**src/assert_macros.svh**
```systemverilog
// Assertion macros shared by the RTL of the FDT structure token parser.
`ifndef ASSERT_MACROS_SVH
`define ASSERT_MACROS_SVH
`ifndef SYNTHESIS
// Check that prop holds at every clock edge outside reset.
`define ASSERT_PROP(lbl, clk, rstn, prop) \
	lbl: assert property (@(posedge clk) disable iff (!(rstn)) (prop)) \
		else $error("assertion failed");
// Check that cond never holds at a clock edge outside reset.
`define ASSERT_NEVER(lbl, clk, rstn, cond) \
	lbl: assert property (@(posedge clk) disable iff (!(rstn)) !(cond)) \
		else $error("forbidden condition seen");
`else
`define ASSERT_PROP(lbl, clk, rstn, prop)
`define ASSERT_NEVER(lbl, clk, rstn, cond)
`endif
`endif

```
**src/fdtp_pkg.sv**
```systemverilog
// Types and constants of the FDT structure token parser.
`default_nettype none
package fdtp_pkg;

	localparam int unsigned WORD_W  = 32;
	localparam int unsigned KIND_W  = 4;
	localparam int unsigned VB_W    = 3;
	localparam int unsigned TDATA_W = 104;

	localparam logic [WORD_W-1:0] TOK_BEGIN   = 32'd1;
	localparam logic [WORD_W-1:0] TOK_ENDNODE = 32'd2;
	localparam logic [WORD_W-1:0] TOK_PROP    = 32'd3;
	localparam logic [WORD_W-1:0] TOK_NOP     = 32'd4;
	localparam logic [WORD_W-1:0] TOK_END     = 32'd9;

	localparam logic [VB_W-1:0] WORD_BYTES = 3'd4;

	typedef enum logic [2:0] {
		PH_TOKEN = 3'd0,
		PH_NAME  = 3'd1,
		PH_LEN   = 3'd2,
		PH_OFF   = 3'd3,
		PH_DATA  = 3'd4,
		PH_HALT  = 3'd5
	} phase_t;

	typedef enum logic [KIND_W-1:0] {
		KIND_WAIT      = 4'd0,
		KIND_NODE_BEG  = 4'd1,
		KIND_NAME      = 4'd2,
		KIND_NODE_END  = 4'd3,
		KIND_PROP_HDR  = 4'd4,
		KIND_PROP_DATA = 4'd5,
		KIND_NOP       = 4'd6,
		KIND_END       = 4'd7,
		KIND_ERROR     = 4'd8,
		KIND_IGNORED   = 4'd9
	} kind_t;

	typedef struct packed {
		phase_t            phase;
		logic [WORD_W-1:0] remaining;
		logic [WORD_W-1:0] held_len;
	} pstate_t;

	typedef struct packed {
		kind_t             kind;
		logic [WORD_W-1:0] payload;
		logic [VB_W-1:0]   valid_bytes;
		logic [WORD_W-1:0] prop_length;
		logic [WORD_W-1:0] name_offset;
		logic              last;
	} res_t;

endpackage
`default_nettype wire

```
**src/fdtp_decode.sv**
```systemverilog
// Word classifier and next-state logic of the FDT structure token parser.
`default_nettype none
module fdtp_decode (
	input  wire logic                      start_req,
	input  wire logic [fdtp_pkg::WORD_W-1:0] word,
	input  wire fdtp_pkg::pstate_t         cur,
	output fdtp_pkg::pstate_t              nxt,
	output fdtp_pkg::res_t                 res
);
	import fdtp_pkg::*;

	pstate_t         st;
	logic [VB_W-1:0] name_cnt;
	logic [VB_W-1:0] data_vb;
	logic [WORD_W-1:0] rem_after;

	// start drops all state before the word is looked at
	always_comb begin
		if (start_req) begin
			st = '{phase: PH_TOKEN, remaining: '0, held_len: '0};
		end else begin
			st = cur;
		end
	end

	// name bytes before the first zero byte, most significant byte first
	always_comb begin
		if (word[31:24] == 8'd0) begin
			name_cnt = 3'd0;
		end else if (word[23:16] == 8'd0) begin
			name_cnt = 3'd1;
		end else if (word[15:8] == 8'd0) begin
			name_cnt = 3'd2;
		end else if (word[7:0] == 8'd0) begin
			name_cnt = 3'd3;
		end else begin
			name_cnt = WORD_BYTES;
		end
	end

	assign data_vb   = (st.remaining < WORD_W'(WORD_BYTES)) ? st.remaining[VB_W-1:0]
		: WORD_BYTES;
	assign rem_after = st.remaining - WORD_W'(data_vb);

	always_comb begin
		nxt = st;
		res = '{kind: KIND_WAIT, payload: '0, valid_bytes: '0,
			prop_length: '0, name_offset: '0, last: 1'b0};
		case (st.phase)
			PH_TOKEN: begin
				case (word)
					TOK_BEGIN: begin
						res.kind  = KIND_NODE_BEG;
						nxt.phase = PH_NAME;
					end
					TOK_ENDNODE: res.kind = KIND_NODE_END;
					TOK_PROP: begin
						res.kind  = KIND_WAIT;
						nxt.phase = PH_LEN;
					end
					TOK_NOP: res.kind = KIND_NOP;
					TOK_END: begin
						res.kind  = KIND_END;
						nxt.phase = PH_HALT;
					end
					default: begin
						res.kind    = KIND_ERROR;
						res.payload = word;
						nxt.phase   = PH_HALT;
					end
				endcase
			end
			PH_NAME: begin
				res.kind        = KIND_NAME;
				res.payload     = word;
				res.valid_bytes = name_cnt;
				if (name_cnt != WORD_BYTES) begin
					res.last  = 1'b1;
					nxt.phase = PH_TOKEN;
				end
			end
			PH_LEN: begin
				nxt.held_len = word;
				nxt.phase    = PH_OFF;
			end
			PH_OFF: begin
				res.kind        = KIND_PROP_HDR;
				res.prop_length = st.held_len;
				res.name_offset = word;
				nxt.remaining   = st.held_len;
				if (st.held_len == '0) begin
					res.last  = 1'b1;
					nxt.phase = PH_TOKEN;
				end else begin
					nxt.phase = PH_DATA;
				end
			end
			PH_DATA: begin
				res.kind        = KIND_PROP_DATA;
				res.payload     = word;
				res.valid_bytes = data_vb;
				nxt.remaining   = rem_after;
				if (rem_after == '0) begin
					res.last  = 1'b1;
					nxt.phase = PH_TOKEN;
				end
			end
			default: begin
				res.kind  = KIND_IGNORED;
				nxt.phase = PH_HALT;
			end
		endcase
	end

endmodule
`default_nettype wire

```
**src/fdt_struct_token_parser_unit.sv**
```systemverilog
// Top level of the FDT structure token parser: input stage, state, result register.
// An accepted beat passes through the input register and then the result register before it shows at the master port.
// Throughput: one word per cycle, one result beat per word; the input register and the
// result register each load whenever the stage after them is empty or being drained.
// Reset (arst_n low, asynchronous) empties both stages and sets the parser to
// expect a token with zero remaining and held length.
`default_nettype none
`include "assert_macros.svh"
module fdt_struct_token_parser_unit (
	input  wire logic                         clk,
	input  wire logic                         arst_n,
	// slave side: tdata[31:0] word; tuser[0] start_req
	input  wire logic                         s_axis_tvalid,
	output logic                              s_axis_tready,
	input  wire logic [fdtp_pkg::WORD_W-1:0]  s_axis_tdata,
	input  wire logic                         s_axis_tuser,
	// master side: tdata[31:0] payload, [34:32] valid_bytes, [66:35] prop_length,
	// [98:67] name_offset, [103:99] zero; tuser[3:0] kind; tlast last
	output logic                              m_axis_tvalid,
	input  wire logic                         m_axis_tready,
	output logic [fdtp_pkg::TDATA_W-1:0]      m_axis_tdata,
	output logic [fdtp_pkg::KIND_W-1:0]       m_axis_tuser,
	output logic                              m_axis_tlast
);
	import fdtp_pkg::*;

	// input stage
	logic              valid_s1;
	logic              start_s1;
	logic [WORD_W-1:0] word_s1;

	// parser state
	pstate_t state_q;
	pstate_t state_nxt;

	// result register
	logic res_valid_s2;
	res_t res_s2;
	res_t res_nxt;

	logic out_free;
	logic advance;

	// the result register takes a new beat when empty or being drained
	assign out_free      = !res_valid_s2 || m_axis_tready;
	assign advance       = valid_s1 && out_free;
	assign s_axis_tready = !valid_s1 || advance;

	// capture the input beat
	always_ff @(posedge clk or negedge arst_n) begin
		if (!arst_n) begin
			valid_s1 <= 1'b0;
		end else if (s_axis_tready) begin
			valid_s1 <= s_axis_tvalid;
		end
	end

	always_ff @(posedge clk) begin
		if (s_axis_tready && s_axis_tvalid) begin
			start_s1 <= s_axis_tuser;
			word_s1  <= s_axis_tdata;
		end
	end

	fdtp_decode u_decode (
		.start_req (start_s1),
		.word      (word_s1),
		.cur       (state_q),
		.nxt       (state_nxt),
		.res       (res_nxt)
	);

	// advance the parser state only when the word moves on to the result register
	always_ff @(posedge clk or negedge arst_n) begin
		if (!arst_n) begin
			state_q <= '{phase: PH_TOKEN, remaining: '0, held_len: '0};
		end else if (advance) begin
			state_q <= state_nxt;
		end
	end

	// result register: load on advance, drop once taken
	always_ff @(posedge clk or negedge arst_n) begin
		if (!arst_n) begin
			res_valid_s2 <= 1'b0;
		end else if (advance) begin
			res_valid_s2 <= 1'b1;
		end else if (m_axis_tready) begin
			res_valid_s2 <= 1'b0;
		end
	end

	always_ff @(posedge clk) begin
		if (advance) begin
			res_s2 <= res_nxt;
		end
	end

	assign m_axis_tvalid = res_valid_s2;
	assign m_axis_tuser  = res_s2.kind;
	assign m_axis_tlast  = res_s2.last;
	assign m_axis_tdata  = {5'd0, res_s2.name_offset, res_s2.prop_length,
		res_s2.valid_bytes, res_s2.payload};

	// data phase always has bytes left to deliver
	`ASSERT_PROP(a_data_has_bytes, clk, arst_n,
		(state_q.phase == PH_DATA) |-> (state_q.remaining != '0))
	// the remaining count is cleared everywhere outside the data phase
	`ASSERT_PROP(a_rem_idle_zero, clk, arst_n,
		(state_q.phase != PH_DATA) |-> (state_q.remaining == '0))
	// a data beat carries at least one byte and never more than a word
	`ASSERT_NEVER(a_data_vb_range, clk, arst_n,
		res_valid_s2 && (res_s2.kind == KIND_PROP_DATA) &&
		((res_s2.valid_bytes == 3'd0) || (res_s2.valid_bytes > WORD_BYTES)))
	// a halted parser leaves halt only through a start beat
	`ASSERT_PROP(a_halt_sticky, clk, arst_n,
		($past(state_q.phase) == PH_HALT) && $past(advance) && !$past(start_s1)
		|-> (state_q.phase == PH_HALT))

endmodule
`default_nettype wire

```
**config.mk**
```make
export PLATFORM = sky130hd
export DESIGN_NAME = fdt_struct_token_parser_unit
export DESIGN_NICKNAME = d
export VERILOG_FILES = /design/src/fdtp_pkg.sv /design/src/fdtp_decode.sv /design/src/fdt_struct_token_parser_unit.sv
export VERILOG_INCLUDE_DIRS = /design/src /design/src/src
export SDC_FILE = /design/constraint.sdc
export NUM_CORES = 1
export LEC_CHECK = 0
export ABC_CLOCK_PERIOD_IN_PS = 4300
export CAP_MARGIN = 25
export CORE_ASPECT_RATIO = 1.2
export CORE_MARGIN = 3
export CORE_UTILIZATION = 50
export DETAILED_ROUTE_END_ITERATION = 10
export DONT_BUFFER_PORTS = 1
export SLEW_MARGIN = 10
export SYNTH_ARGS = -nofsm -noshare
export SYNTH_HDL_FRONTEND = slang
export SYNTH_SLANG_ARGS = --single-unit
```
**constraint.sdc**
```tcl
create_clock -name clk -period 4.3 [get_ports clk]
set_input_delay 1.075 -clock clk [delete_from_list [all_inputs] [get_ports clk]]
set_output_delay 1.075 -clock clk [all_outputs]
set_load 0.02 [all_outputs]
```
; Yosys cells after proc, flatten, opt, wreduce, memory -nomap -nowiden
; Cells that the tools add are included.
[word_totals]
romBits = 0
regBits = 206
latchBits = 0
ramBits = 0
output_inout_bits = 111
input_bits = 37
mem_count = 0
word_cells = 66
[op_classes]
n_addsub = 1
muxes = 24
n_reduce_logical = 17
div_mod_pow = 0
n_lt_le_gt_ge = 1
eq_ne = 10
n_bitwise = 0
multipliers = 0
shifts = 0
[op_table]
columns = op, n
row1 = $pmux 32 s2, 2
row2 = $mux 67, 1
row3 = $eq 32x2->1 const B, 2
row4 = $logic_not 32->1, 2
row5 = $mux 32, 2
row6 = $pmux 4 s5, 2
row7 = $eq 32x1->1 const B, 1
row8 = $eq 32x3->1 const B, 1
row9 = $eq 32x4->1 const B, 1
row10 = $logic_not 8->1, 4
row11 = $lt 32x3->1 const B, 1
row12 = $sub 32x3->32, 1
row13 = $mux 3, 8
row14 = $pmux 3 s5, 1
row15 = $pmux 3 s3, 1
row16 = $eq 3x2->1 const B, 2
row17 = $pmux 3 s2, 1
row18 = $mux 1, 5
row19 = $reduce_or 5->1, 1
row20 = $reduce_or 2->1, 2
row21 = $eq 3x1->1 const B, 1
row22 = $eq 3x3->1 const B, 1
row23 = $logic_not 3->1, 1
row24 = $ne 3x3->1 const B, 1
row25 = 5 further kinds, 8

; Longest topological paths before layout
; Gate-level depths: netlist (run 1).
[depth]
depth_word = 8
ltp_mapped = 15
ltp_nobuf = 13

; Cells and area by module
; From an unflattened synthesis (run 1), not the netlist that was laid out.
[hier_totals]
hier_cells = 915
hier_area_um2 = 10236.1
[modules_own_cells]
columns = mod, area_each_um2, instances, seq_area_each_um2, cells_per_inst
row1 = fdt_struct_token_parser_unit, 6811.5, 1, 5840.6, 293
row2 = fdtp_decode, 3424.5, 1, 0.0, 622

; Worst setup path after synthesis (run 1)
; OpenSTA, ideal clock, no wires.
[synth_path]
kind = register -> register
startpoint = reg state_q[49] (netlist name)
endpoint = reg res_s2, in the netlist m_axis_tlast (data pin)
arrival_time_ns = 2.902
period_less_slack_ns = 3.178
path_buffers = 1
required_ns = 4.025
setup_ns = 0.275
path_stages_with_launch = 14
slack_ns = 1.122
cell_sequence = dfrtp_1 or4_1 o41ai_4 nand3_1 nand2_1 ha_1 nand4b_1 o221a_4 buf_6 a21oi_1 o32ai_1 nor3_2 nand4_1 o221ai_1
[synth_lines]
columns = element, line
row1 = from (decl), fdt_struct_token_parser_unit.sv:33  ; pstate_t state_q;
row2 = from (signal assigned), fdt_struct_token_parser_unit.sv:76  ; state_q <= '{phase: PH_TOKEN, remaining: '0, held_len: '0};
row3 = from (signal assigned), fdt_struct_token_parser_unit.sv:78  ; state_q <= state_nxt;
row4 = to (signal assigned), fdt_struct_token_parser_unit.sv:95  ; res_s2 <= res_nxt;
row5 = to (decl), fdt_struct_token_parser_unit.sv:38  ; res_t res_s2;

==> run_results.csv, run 1 <==
group,metric,value,unit
grt,grt_max_degree,119,
clock_tree,ctsHtreeMaxLevel,1,
cells_and_area,diodes,0,
timing,fin_hold_ws,0.268,ns
timing,hold_viol,0,
place,place.gp.congestion,0.896,
floorplanning,core_area,18400,µm²
floorplanning,initial_core_util,0.513,
cells_and_area,nNetsFinal,841,
yosys,syn_inst,813,
yosys,synth_cell_types,74,
yosys,yosys_warnings,0,
clock_tree,ctsRootBufferMaster,"clkbuf_16",
power,vdd_drop_max,0.344,mV
floorplanning,num_rows,54,
setup_path,r2r_end,"m_axis_tlast",
clock_tree,cts_tree,"done",
cells_and_area,fillerInstances,1590,
setup_path,worstPathCellList,"or4_1 > o41ai_4 > nand3_1 > nand2_1 > ha_1 > nand4b_1 > nor3b_2 > buf_4 > nor4_1 > a211oi_1 > o2111a_1 > nand4_1 > o221ai_1",
setup_path,reg2reg_depth,13,
timing,fin_tns_setup,0,ns
cells_and_area,final_core_util,0.565,
yosys,yosysTopAreaCell,"edfxtp_1",
yosys,synth_area_leaders,"edfxtp_1 44%, dfrtp_1 18%, and2_1 4.2%",
timing,worst_pin_slew,0.774,ns
route,ant_nets,0,
yosys,synth_edf_count,137,
clock_tree,path_clk_slew,0.07,ns
timing,setup_viol,0,
grt,grt_usage,0.262,
setup_path,cp-end-kind,"register",
route,first_pass_iters,5,
clock_tree,cts_setup_buffers,0,
flow_run,maxCapViolations,0,
timing,setup_ws,0.404,ns
clock_tree,clock_path_buffers,3,
setup_path,cpMaxStageDelayCell,"or4_1",
yosys,netlist_area,9430,µm²
setup_path,critPathKind,"reg2reg",
clock_tree,cts_hold_buf,0,
cells_and_area,synthToLayoutAreaGrowth,10.0,%
cells_and_area,drive_gt1_frac,0.0941,
power,power-per-cell-area,685,nW/µm²
setup_path,reg2reg_slack,0.40,ns
route,routed_wl,26800,µm
grt,grt_first_pass_wirelength,41800,µm
place,dp_hpwl,18900,µm
route,drc,0,
route,vias,6757,
power,total_power,7.11,mW
yosys,synth_top_area_frac,0.436,
setup_path,critPathMaxStageDelay,0.67,ns
yosys,synth.most_common_cell,"edfxtp_1",
route,routed_via_density,6.31,
grt,grt_overflow,0,
timing,rsz0062_at_grt,"no",
route,post_drt_wl_per_cell,25.1,µm
timing,slew_viol_final,0,
yosys,ys_seq_elements,206,
floorplanning,die-height,156,µm
timing,layout_min_cycle_time,3.90,ns
hold_path,hold_class,"in2async",
setup_path,start_kind,"register",
floorplanning,ioPinCount,148,
yosys,avgSynthCellArea,11.6,µm²
yosys,async_flop_share,0.335,
timing,fmax,0.257,GHz
timing,clock_skew,0.00957,ns
yosys,synth_top_flop_cell,"edfxtp_1",
setup_path,cp_max_fo,13,
clock_tree,cts_inserted_buffers,22,
power,leakagePower,3.99,nW
setup_path,required,4.62,ns
setup_path,reg2reg_from,"state_q[48]",
clock_tree,cts.sinks,206,
grt,grt_pass1_vias,6686,
yosys,ys_seq_area_frac,0.619,
grt,antenna_found_initial,1,
place,dpl_worst_slack,0.455,ns
floorplanning,die_w,131,µm
clock_tree,clkLatencyLatePin,0.50,ns
clock_tree,cts_resized,0,
setup_path,arrival,4.22,ns
floorplanning,dieArea,20600,µm²
outcome,status,"finished, final reports clean",
route,drt_iter0_markers,730,
timing,slew_headroom,0.483,
yosys,synthTopCellsByCount,"137 x edfxtp_1, 69 x dfrtp_1, 63 x and2_1",
place,portBuffers,0,
timing,fin_crit_sh,0.906,
[worst max-delay path by stage]
| stage | startpoint | end | slack [ns] | cells past startpoint |
|---|---|---|---|---|
| CTS | state_q[48] | m_axis_tlast | 0.43 | 13 |
| finish | state_q[48] | m_axis_tlast | 0.40 | 13 |
| global route | state_q[48] | m_axis_tlast | 0.21 | 12 |
| global placement | state_q[34] | m_axis_tlast | 0.55 | 13 |
| detailed placement | state_q[48] | m_axis_tlast | 0.45 | 13 |
| floorplan | state_q[49] | m_axis_tlast | 1.12 | 13 |
[area by class of cell]
| cell class | instances | area, µm² | share of cell area |
|---|---|---|---|
| Clock buffer | 31 | 637 | 0.0614 |
| Clock inverter | 9 | 78.8 | 0.00759 |
| Inverter | 17 | 66.3 | 0.00639 |
| Multi-Input combinational cell | 535 | 3280 | 0.316 |
| Sequential cell | 206 | 5840 | 0.563 |
| Tap cell | 252 | 315 | 0.0304 |
| Timing Repair Buffer | 20 | 163 | 0.0157 |
[power by group]
group / internal (mW) / switching [mW] / leakage, nW
registers: 2.35 / 0.352 / 2.30
logic: 0.924 / 1.63 / 1.35
clock network: 1.10 / 0.755 / 0.347
total: 4.37 / 2.74 / 3.99
[cell families after synthesis]
| logic type | after synthesis | synth area share |
|---|---|---|
| buffers and inverters | 76 | 0.0371 |
| AO/OA/AOI/OAI | 189 | 0.136 |
| AND/OR/NAND/NOR | 321 | 0.186 |
| other | 2 | 0.000796 |
| XOR/XNOR | 10 | 0.00929 |
| adder cells (fa/ha/maj) | 2 | 0.00265 |
| flip-flops | 206 | 0.619 |
| multiplexers | 7 | 0.00809 |
[per-stage QoR]
step / area [µm²] / instances
finish: 10400 / 1070
global placement: 9660 / 1030
floorplan: 9450 / 817
CTS: 10400 / 1070
detailed placement: 9660 / 1030
global route: 10400 / 1070
[worst max-delay path: cells and delay by family (launching register included)]
family | cells | cell delay [ns]
DFF | 1 | 0.44
adders and majority gates | 1 | 0.25
AOI/OAI and AO/OA | 4 | 1.28
and+or+nand+nor | 7 | 1.55
buffers and inverters | 1 | 0.21
[registers in the layout, summed over array words and instances, names as in the netlist]
signal,flops
start_s1,1
m_axis_tdata,99
word_s1,32
valid_s1,1
state_q,67
m_axis_tuser,4
m_axis_tvalid,1
m_axis_tlast,1
[layout by cell type (no fill, tap or decap), types with 3 or more instances in the layout]
| master | n |
|---|---|
| a22o_1 | 33 |
| nor4_1 | 29 |
| clkinv_2 | 3 |
| clkbuf_16 | 24 |
| o211ai_1 | 7 |
| o31ai_1 | 4 |
| conb_1 | 6 |
| xnor2_1 | 7 |
| nand2_1 | 59 |
| mux2i_1 | 5 |
| nand2b_1 | 10 |
| o22ai_1 | 11 |
| or2_2 | 4 |
| edfxtp_1 | 137 |
| a21oi_1 | 37 |
| nand3b_1 | 3 |
| clkbuf_1 | 6 |
| nor2_1 | 54 |
| dfrtp_1 | 69 |
| nand4_1 | 4 |
| o21bai_1 | 3 |
| o21ai_0 | 51 |
| or3_1 | 10 |
| nor3_1 | 21 |
| buf_4 | 19 |
| xor2_1 | 3 |
| o311ai_0 | 4 |
| or4_1 | 8 |
| inv_1 | 16 |
| a41oi_1 | 3 |
| a31oi_1 | 11 |
| nor2b_1 | 32 |
| and2_1 | 63 |
| nand3_1 | 6 |
[routing by layer]
layer | track usage | vias up | wire length [µm]
met3 | 0.0576 | 58 | 2080
met5 | 0 | - | 7
met4 | 0.0840 | 2 | 827
met2 | 0.421 | 337 | 12700
met1 | 0.362 | 3375 | 11300
li1 | - | 2985 | -
No activity file was read; power rests on OpenSTA's default activity.
==> inputs of run 2 (changes only) <==
--- a/config.mk
+++ b/config.mk
@@ -13,6 +13,7 @@
 export CORE_UTILIZATION = 50
 export DETAILED_ROUTE_END_ITERATION = 10
 export DONT_BUFFER_PORTS = 1
+export REMOVE_ABC_BUFFERS = 1
 export SLEW_MARGIN = 10
 export SYNTH_ARGS = -nofsm -noshare
 export SYNTH_HDL_FRONTEND = slang
==> run 2 against run 1 <==
Effect of this change:
- flip-flop and latch count stayed put
- total power rose by 2.9%
- clock power is 9% higher
- hold slack worse by 0.0063 ns
- wire length down 1.4%
- sequential power barely moved
- die area is the same
- sequential share of layout area shrank 0.60 points
- largest cell class unchanged
==> run_results.csv, run 2 (same netlist as run 1, synthesis figures left out) <==
group,metric,value,unit
cells_and_area,drive_gt1_frac,0.105,
route,drt_iter0_markers,507,
route,post_drt_wl_per_cell,24.6,µm
clock_tree,clkLatencyLatePin,0.50,ns
cells_and_area,largest_register_ffs,99,
route,routed_via_density,6.13,
route,drc,0,
grt,antenna_found_initial,0,
grt,grt_overflow,0,
setup_path,cp_max_fo,13,
grt,grt_usage,0.254,
power,vdd_drop_max,0.347,mV
route,ant_nets,0,
flow_run,maxCapViolations,0,
cells_and_area,nNetsFinal,848,
timing,slew_headroom,0.467,
cells_and_area,final_cells,1077,
floorplanning,ioPinCount,148,
cells_and_area,fin_area,10500,µm²
floorplanning,die_w,131,µm
outcome,status,"finished, final reports clean",
place,place.gp.congestion,1.00,
floorplanning,initial_core_util,0.513,
grt,grt_pass1_vias,6588,
setup_path,start_kind,"register",
floorplanning,num_rows,54,
setup_path,reg2reg_from,"state_q[48]",
grt,grt_max_degree,70,
clock_tree,path_clk_slew,0.06,ns
setup_path,arrival,4.21,ns
setup_path,required,4.64,ns
power,power-per-cell-area,697,nW/µm²
timing,fin_tns_setup,0,ns
timing,rsz0062_at_grt,"no",
timing,hold_viol,0,
cells_and_area,regArea,5840,µm²
timing,fin_hold_ws,0.262,ns
clock_tree,cts.sinks,206,
clock_tree,cts_tree,"done",
cells_and_area,layout_common_cells,"137 x edfxtp_1, 69 x dfrtp_1, 63 x and2_1",
route,first_pass_iters,5,
cells_and_area,multi_input_comb_area,3280,µm²
place,post_dp_cell_area,9700,µm²
floorplanning,core_area,18400,µm²
clock_tree,ctsRootBufferMaster,"clkbuf_16",
cells_and_area,final_common_cell,"edfxtp_1",
timing,fin_crit_sh,0.899,
place,dpl_worst_slack,0.493,ns
timing,worst_pin_slew,0.793,ns
timing,setup_ws,0.434,ns
clock_tree,clock_path_buffers,3,
clock_tree,ctsHtreeMaxLevel,1,
power,total_power,7.32,mW
timing,clock_skew,0.0118,ns
setup_path,cp-end-kind,"register",
clock_tree,cts_inserted_buffers,22,
place,portBuffers,0,
route,routed_wl,26500,µm
cells_and_area,final_core_util,0.571,
setup_path,cp-startpoint,"state_q[48]",
cells_and_area,synthToLayoutAreaGrowth,11.2,%
floorplanning,die-height,156,µm
clock_tree,cts_resized,0,
timing,slew_viol_final,0,
cells_and_area,fillerInstances,1576,
hold_path,hold_class,"in2async",
place,dp_hpwl,19000,µm
floorplanning,dieArea,20600,µm²
cells_and_area,diodes,0,
clock_tree,cts_hold_buf,0,
power,leakagePower,4.06,nW
timing,fmax,0.259,GHz
route,vias,6601,
grt,grt_first_pass_wirelength,40500,µm
setup_path,critPathKind,"reg2reg",
clock_tree,cts_setup_buffers,0,
place,dp_cells,1036,
setup_path,reg2reg_depth,13,
timing,layout_min_cycle_time,3.87,ns
setup_path,reg2reg_slack,0.43,ns
timing,setup_viol,0,
==> run 2: power by group <==
part           switching [mW]  internal [mW]
registers               0.345           2.35
clock network           0.755           1.27
logic                    1.64          0.962
==> run 2: metal layers <==
metal | routed length, µm | vias to the layer above | track usage | part of all wire
li1 | - | 3004 | - | -
met1 | 11200 | 3304 | 0.342 | 0.42
met2 | 12500 | 256 | 0.405 | 0.47
met3 | 2060 | 37 | 0.0727 | 0.078
met4 | 703 | 0 | 0.0805 | 0.027
met5 | 0 | - | 0 | 0
==> run 2: path summary, 6_finish.rpt <==
kind                                 to
min in group clk            state_q[33]
max in group asynchronous   state_q[18]
hold / removal               state_q[0]
setup reg to reg           m_axis_tlast
setup / recovery           m_axis_tlast
hold reg to reg             state_q[33]
==> run 2: worst max-delay path: stages (launching register included) <==
cell      delay [ns]
dfrtp_1         0.44
or4_1           0.68
o41ai_4         0.41
nand3_1         0.13
nand2_1         0.10
ha_1            0.26
nand4b_1        0.19
nor3b_2         0.18
buf_4           0.23
nor4_1          0.07
a211oi_1        0.37
o2111a_1        0.29
nand4_1         0.15
o221ai_1        0.20
==> run 2: area by class of cell <==
class                           count  share of cell area
Clock inverter                     12              0.0156
Timing Repair Buffer               27              0.0193
Clock buffer                       28              0.0595
Tap cell                          252              0.0301
Sequential cell                   206               0.557
Inverter                           17             0.00632
Multi-Input combinational cell    535               0.312
==> inputs of run 3 (changes only) <==
--- a/config.mk
+++ b/config.mk
@@ -17,4 +17,5 @@
 export SLEW_MARGIN = 10
 export SYNTH_ARGS = -nofsm -noshare
 export SYNTH_HDL_FRONTEND = slang
+export SYNTH_HIERARCHICAL = 1
 export SYNTH_SLANG_ARGS = --single-unit
==> run 3 against run 2 <==
Effect of this change:
- synthesized cell count rose by 13%
- fmax fell by 2.2%
- count of clock-buffer cells in the layout grew 5
- final cell count is 12% higher
- highest routed layer unchanged
- sequential power decreased by 8.6%
- design area is 9.4% higher
- wire length grew 17%
- combinational power decreased by 84%
- utilization increased by 0.79 points
==> run_results.csv, run 3 <==
group,metric,value,unit
place,portBuffers,0,
setup_path,reg2reg_from,"state_q[43]",
yosys,synth_top_area_frac,0.402,
setup_path,r2r_end,"state_q[66]",
setup_path,cp_max_fo,6,
yosys,yosys.area_share.xor_xnor,0.00342,
outcome,status,"finished, final reports clean",
timing,rsz0062_at_grt,"no",
setup_path,cp-startpoint,"state_q[43]",
route,vias,7701,
yosys,synthAdderAreaFrac,0.00122,
setup_path,worstPathCellList,"nor4_1 > buf_4 > nand4_1 > nor3_2 > or3_1 > ha_1 > nand2b_1 > o211ai_1 > or3b_2 > nand4b_1 > nor4_1 > nand4_1 > nor2_1 > o211ai_1 > mux2_2",
floorplanning,ioPinCount,148,
cells_and_area,synthToLayoutAreaGrowth,12.1,%
clock_tree,cts_tree,"done",
clock_tree,cts.sinks,206,
setup_path,critPathMaxStageDelay,0.49,ns
timing,setup_viol,0,
yosys,synthTopCellsByCount,"137 x edfxtp_1, 100 x nand2_1, 74 x and3_1",
grt,grt_pass1_vias,7611,
yosys,avgSynthCellArea,11.2,µm²
setup_path,reg2reg_slack,0.35,ns
yosys,synth_edf_count,137,
grt,antenna_found_initial,0,
route,drt_iter0_markers,639,
floorplanning,die-height,163,µm
place,dp_cells,1162,
cells_and_area,layout_common_cells,"137 x edfxtp_1, 100 x nand2_1, 74 x and3_1",
clock_tree,cts_inserted_buffers,23,
setup_path,cpLargestDelayFamily,"simple AND/OR/NAND/NOR gates",
cells_and_area,regArea,5840,µm²
setup_path,crit_end,"state_q[66]",
timing,fin_hold_ws,0.257,ns
setup_path,critPathBufInv,1,
timing,worst_pin_slew,1.01,ns
yosys,syn_inst,915,
setup_path,path_depth,15,
yosys,ys_seq_elements,206,
route,drc,0,
setup_path,required,4.69,ns
cells_and_area,drive_gt1_frac,0.192,
timing,clock_skew,0.0131,ns
route,first_pass_iters,7,
cells_and_area,largest_register_ffs,99,
route,routed_via_density,6.39,
setup_path,cpMaxStageDelayCell,"or3b_2",
route,routed_wl,30900,µm
cells_and_area,final_core_util,0.579,
yosys,netlist_area,10200,µm²
yosys,synthMuxAreaShare,0.0837,
flow_run,maxCapViolations,0,
hold_path,hold_class,"in2async",
cells_and_area,multi_input_comb_area,4100,µm²
clock_tree,clock_path_buffers,3,
yosys,yosysTopAreaCell,"edfxtp_1",
setup_path,cp-end-kind,"register",
floorplanning,core_area,19800,µm²
floorplanning,die_w,137,µm
yosys,synth_area_leaders,"edfxtp_1 40%, dfrtp_1 17%, mux2_2 5.4%",
floorplanning,dieArea,22200,µm²
route,post_drt_wl_per_cell,25.6,µm
grt,grt_usage,0.272,
cells_and_area,final_cells,1206,
yosys,ys_seq_area_frac,0.571,
timing,hold_viol,0,
clock_tree,ctsRootBufferMaster,"clkbuf_16",
power,leakagePower,4.90,nW
yosys,synthSimpleGateAreaFrac,0.203,
yosys,synth-compound-area-share,0.102,
timing,fin_crit_sh,0.919,
place,dp_hpwl,21500,µm
clock_tree,clkLatencyLatePin,0.51,ns
yosys,synth.most_common_cell,"edfxtp_1",
grt,grt_first_pass_wirelength,46500,µm
power,power-per-cell-area,414,nW/µm²
setup_path,arrival,4.35,ns
yosys,synth_top_family_by_area,"simple AND/OR/NAND/NOR gates",
cells_and_area,final_common_cell,"edfxtp_1",
yosys,yosys_warnings,6,
route,ant_nets,0,
yosys,synth_cell_types,71,
floorplanning,initial_core_util,0.516,
place,place.gp.congestion,0.920,
timing,slew_viol_final,0,
setup_path,critPathKind,"reg2reg",
setup_path,reg2reg_depth,15,
grt,grt_max_degree,75,
yosys,async_flop_share,0.335,
clock_tree,path_clk_slew,0.06,ns
grt,grt_overflow,0,
timing,slew_headroom,0.325,
timing,layout_min_cycle_time,3.95,ns
setup_path,start_kind,"register",
floorplanning,num_rows,56,
clock_tree,ctsHtreeMaxLevel,1,
cells_and_area,fillerInstances,1660,
clock_tree,cts_hold_buf,0,
timing,fmax,0.253,GHz
power,vdd_drop_max,0.304,mV
yosys,synth_top_flop_cell,"edfxtp_1",
cells_and_area,nNetsFinal,965,
run 3: cell count changes in the layout (fill, tap and decap cells not counted), moves of 8 or more:
cell / delta
o22ai_1: -8
and2_1: -28
and3_1: +72
a21oi_1: -12
buf_4: +24
mux2_2: +48
o21ai_0: +8
a22o_1: -31
nor2b_1: -24
nand2_1: +41
mux2_4: +18
run 3: worst register-to-register path, delay by kind of cell, from the launching register on:
family          cells  cell delay, ns
compound gates      2            0.21
fa+ha+maj           1            0.28
buf+inv             1            0.20
flops               1            0.42
mux                 1            0.26
simple gates       10            2.47
run 3: final cells by class:
class / instances / share of cell area
tap: 261 / 0.0285
antenna: 1 / 0.000218
timing repair buffer: 54 / 0.0389
clock buffer: 33 / 0.0569
multi-input combinational: 631 / 0.357
sequential: 206 / 0.509
clock inverter: 9 / 0.00578
inverter: 11 / 0.00382
run 3: cells by family (layout without fill, tap and decap cells):
| kind of cell | after synthesis | count (layout) |
|---|---|---|
| compound gates | 163 | 163 |
| xor+xnor | 4 | 4 |
| fa+ha+maj | 1 | 1 |
| buf+inv | 82 | 107 |
| flops | 206 | 206 |
| mux | 70 | 70 |
| other cells | 1 | 6 |
| simple gates | 388 | 388 |
run 3: worst min path at each step:
| stage | endpoint | from | slack (ns) | cells after the start |
|---|---|---|---|---|
| global placement | m_axis_tvalid | valid_s1 | 0.53 | 1 |
| floorplan | m_axis_tvalid | valid_s1 | 0.48 | 1 |
| global route | valid_s1 | arst_n | 0.24 | 0 |
| CTS | valid_s1 | arst_n | 0.24 | 0 |
| finish | m_axis_tvalid | arst_n | 0.26 | 0 |
| detailed placement | state_q[28] | state_q[28] | 0.54 | 1 |
run 3: layer usage:
layer | vias up | track usage | share of wire
li1 | 3450 | - | -
met1 | 3872 | 0.369 | 0.41
met2 | 325 | 0.454 | 0.50
met3 | 54 | 0.0426 | 0.063
met4 | 0 | 0.0811 | 0.028
met5 | - | 0 | 0
run 3: what timing repair did:
action / 4_1_cts / 5_1_grt
endpoints found under the setup margin: 0 / 3
gates resized for setup: 0 / 5
setup buffers: 0 / 0
run 3: stage by stage:
step	TNS [ns]	worst slack (ns)	instance area (µm²)	total power [mW]
4_1_cts	0	0.0584	11400	4.78
3_5_place_dp	0	0.0796	10700	2.93
2_1_floorplan	-99.55	-1.34	9930	2.74
6_report	0	0.347	11500	4.75
3_3_place_gp	0	0.165	10700	2.90
5_1_grt	0	0.00624	11500	4.91
run 3: power breakdown:
part	internal, mW	leakage [nW]	switching (mW)	total [mW]
registers	2.28	2.30	0.188	2.46
logic	0.127	2.25	0.300	0.427
clock network	1.07	0.350	0.789	1.86
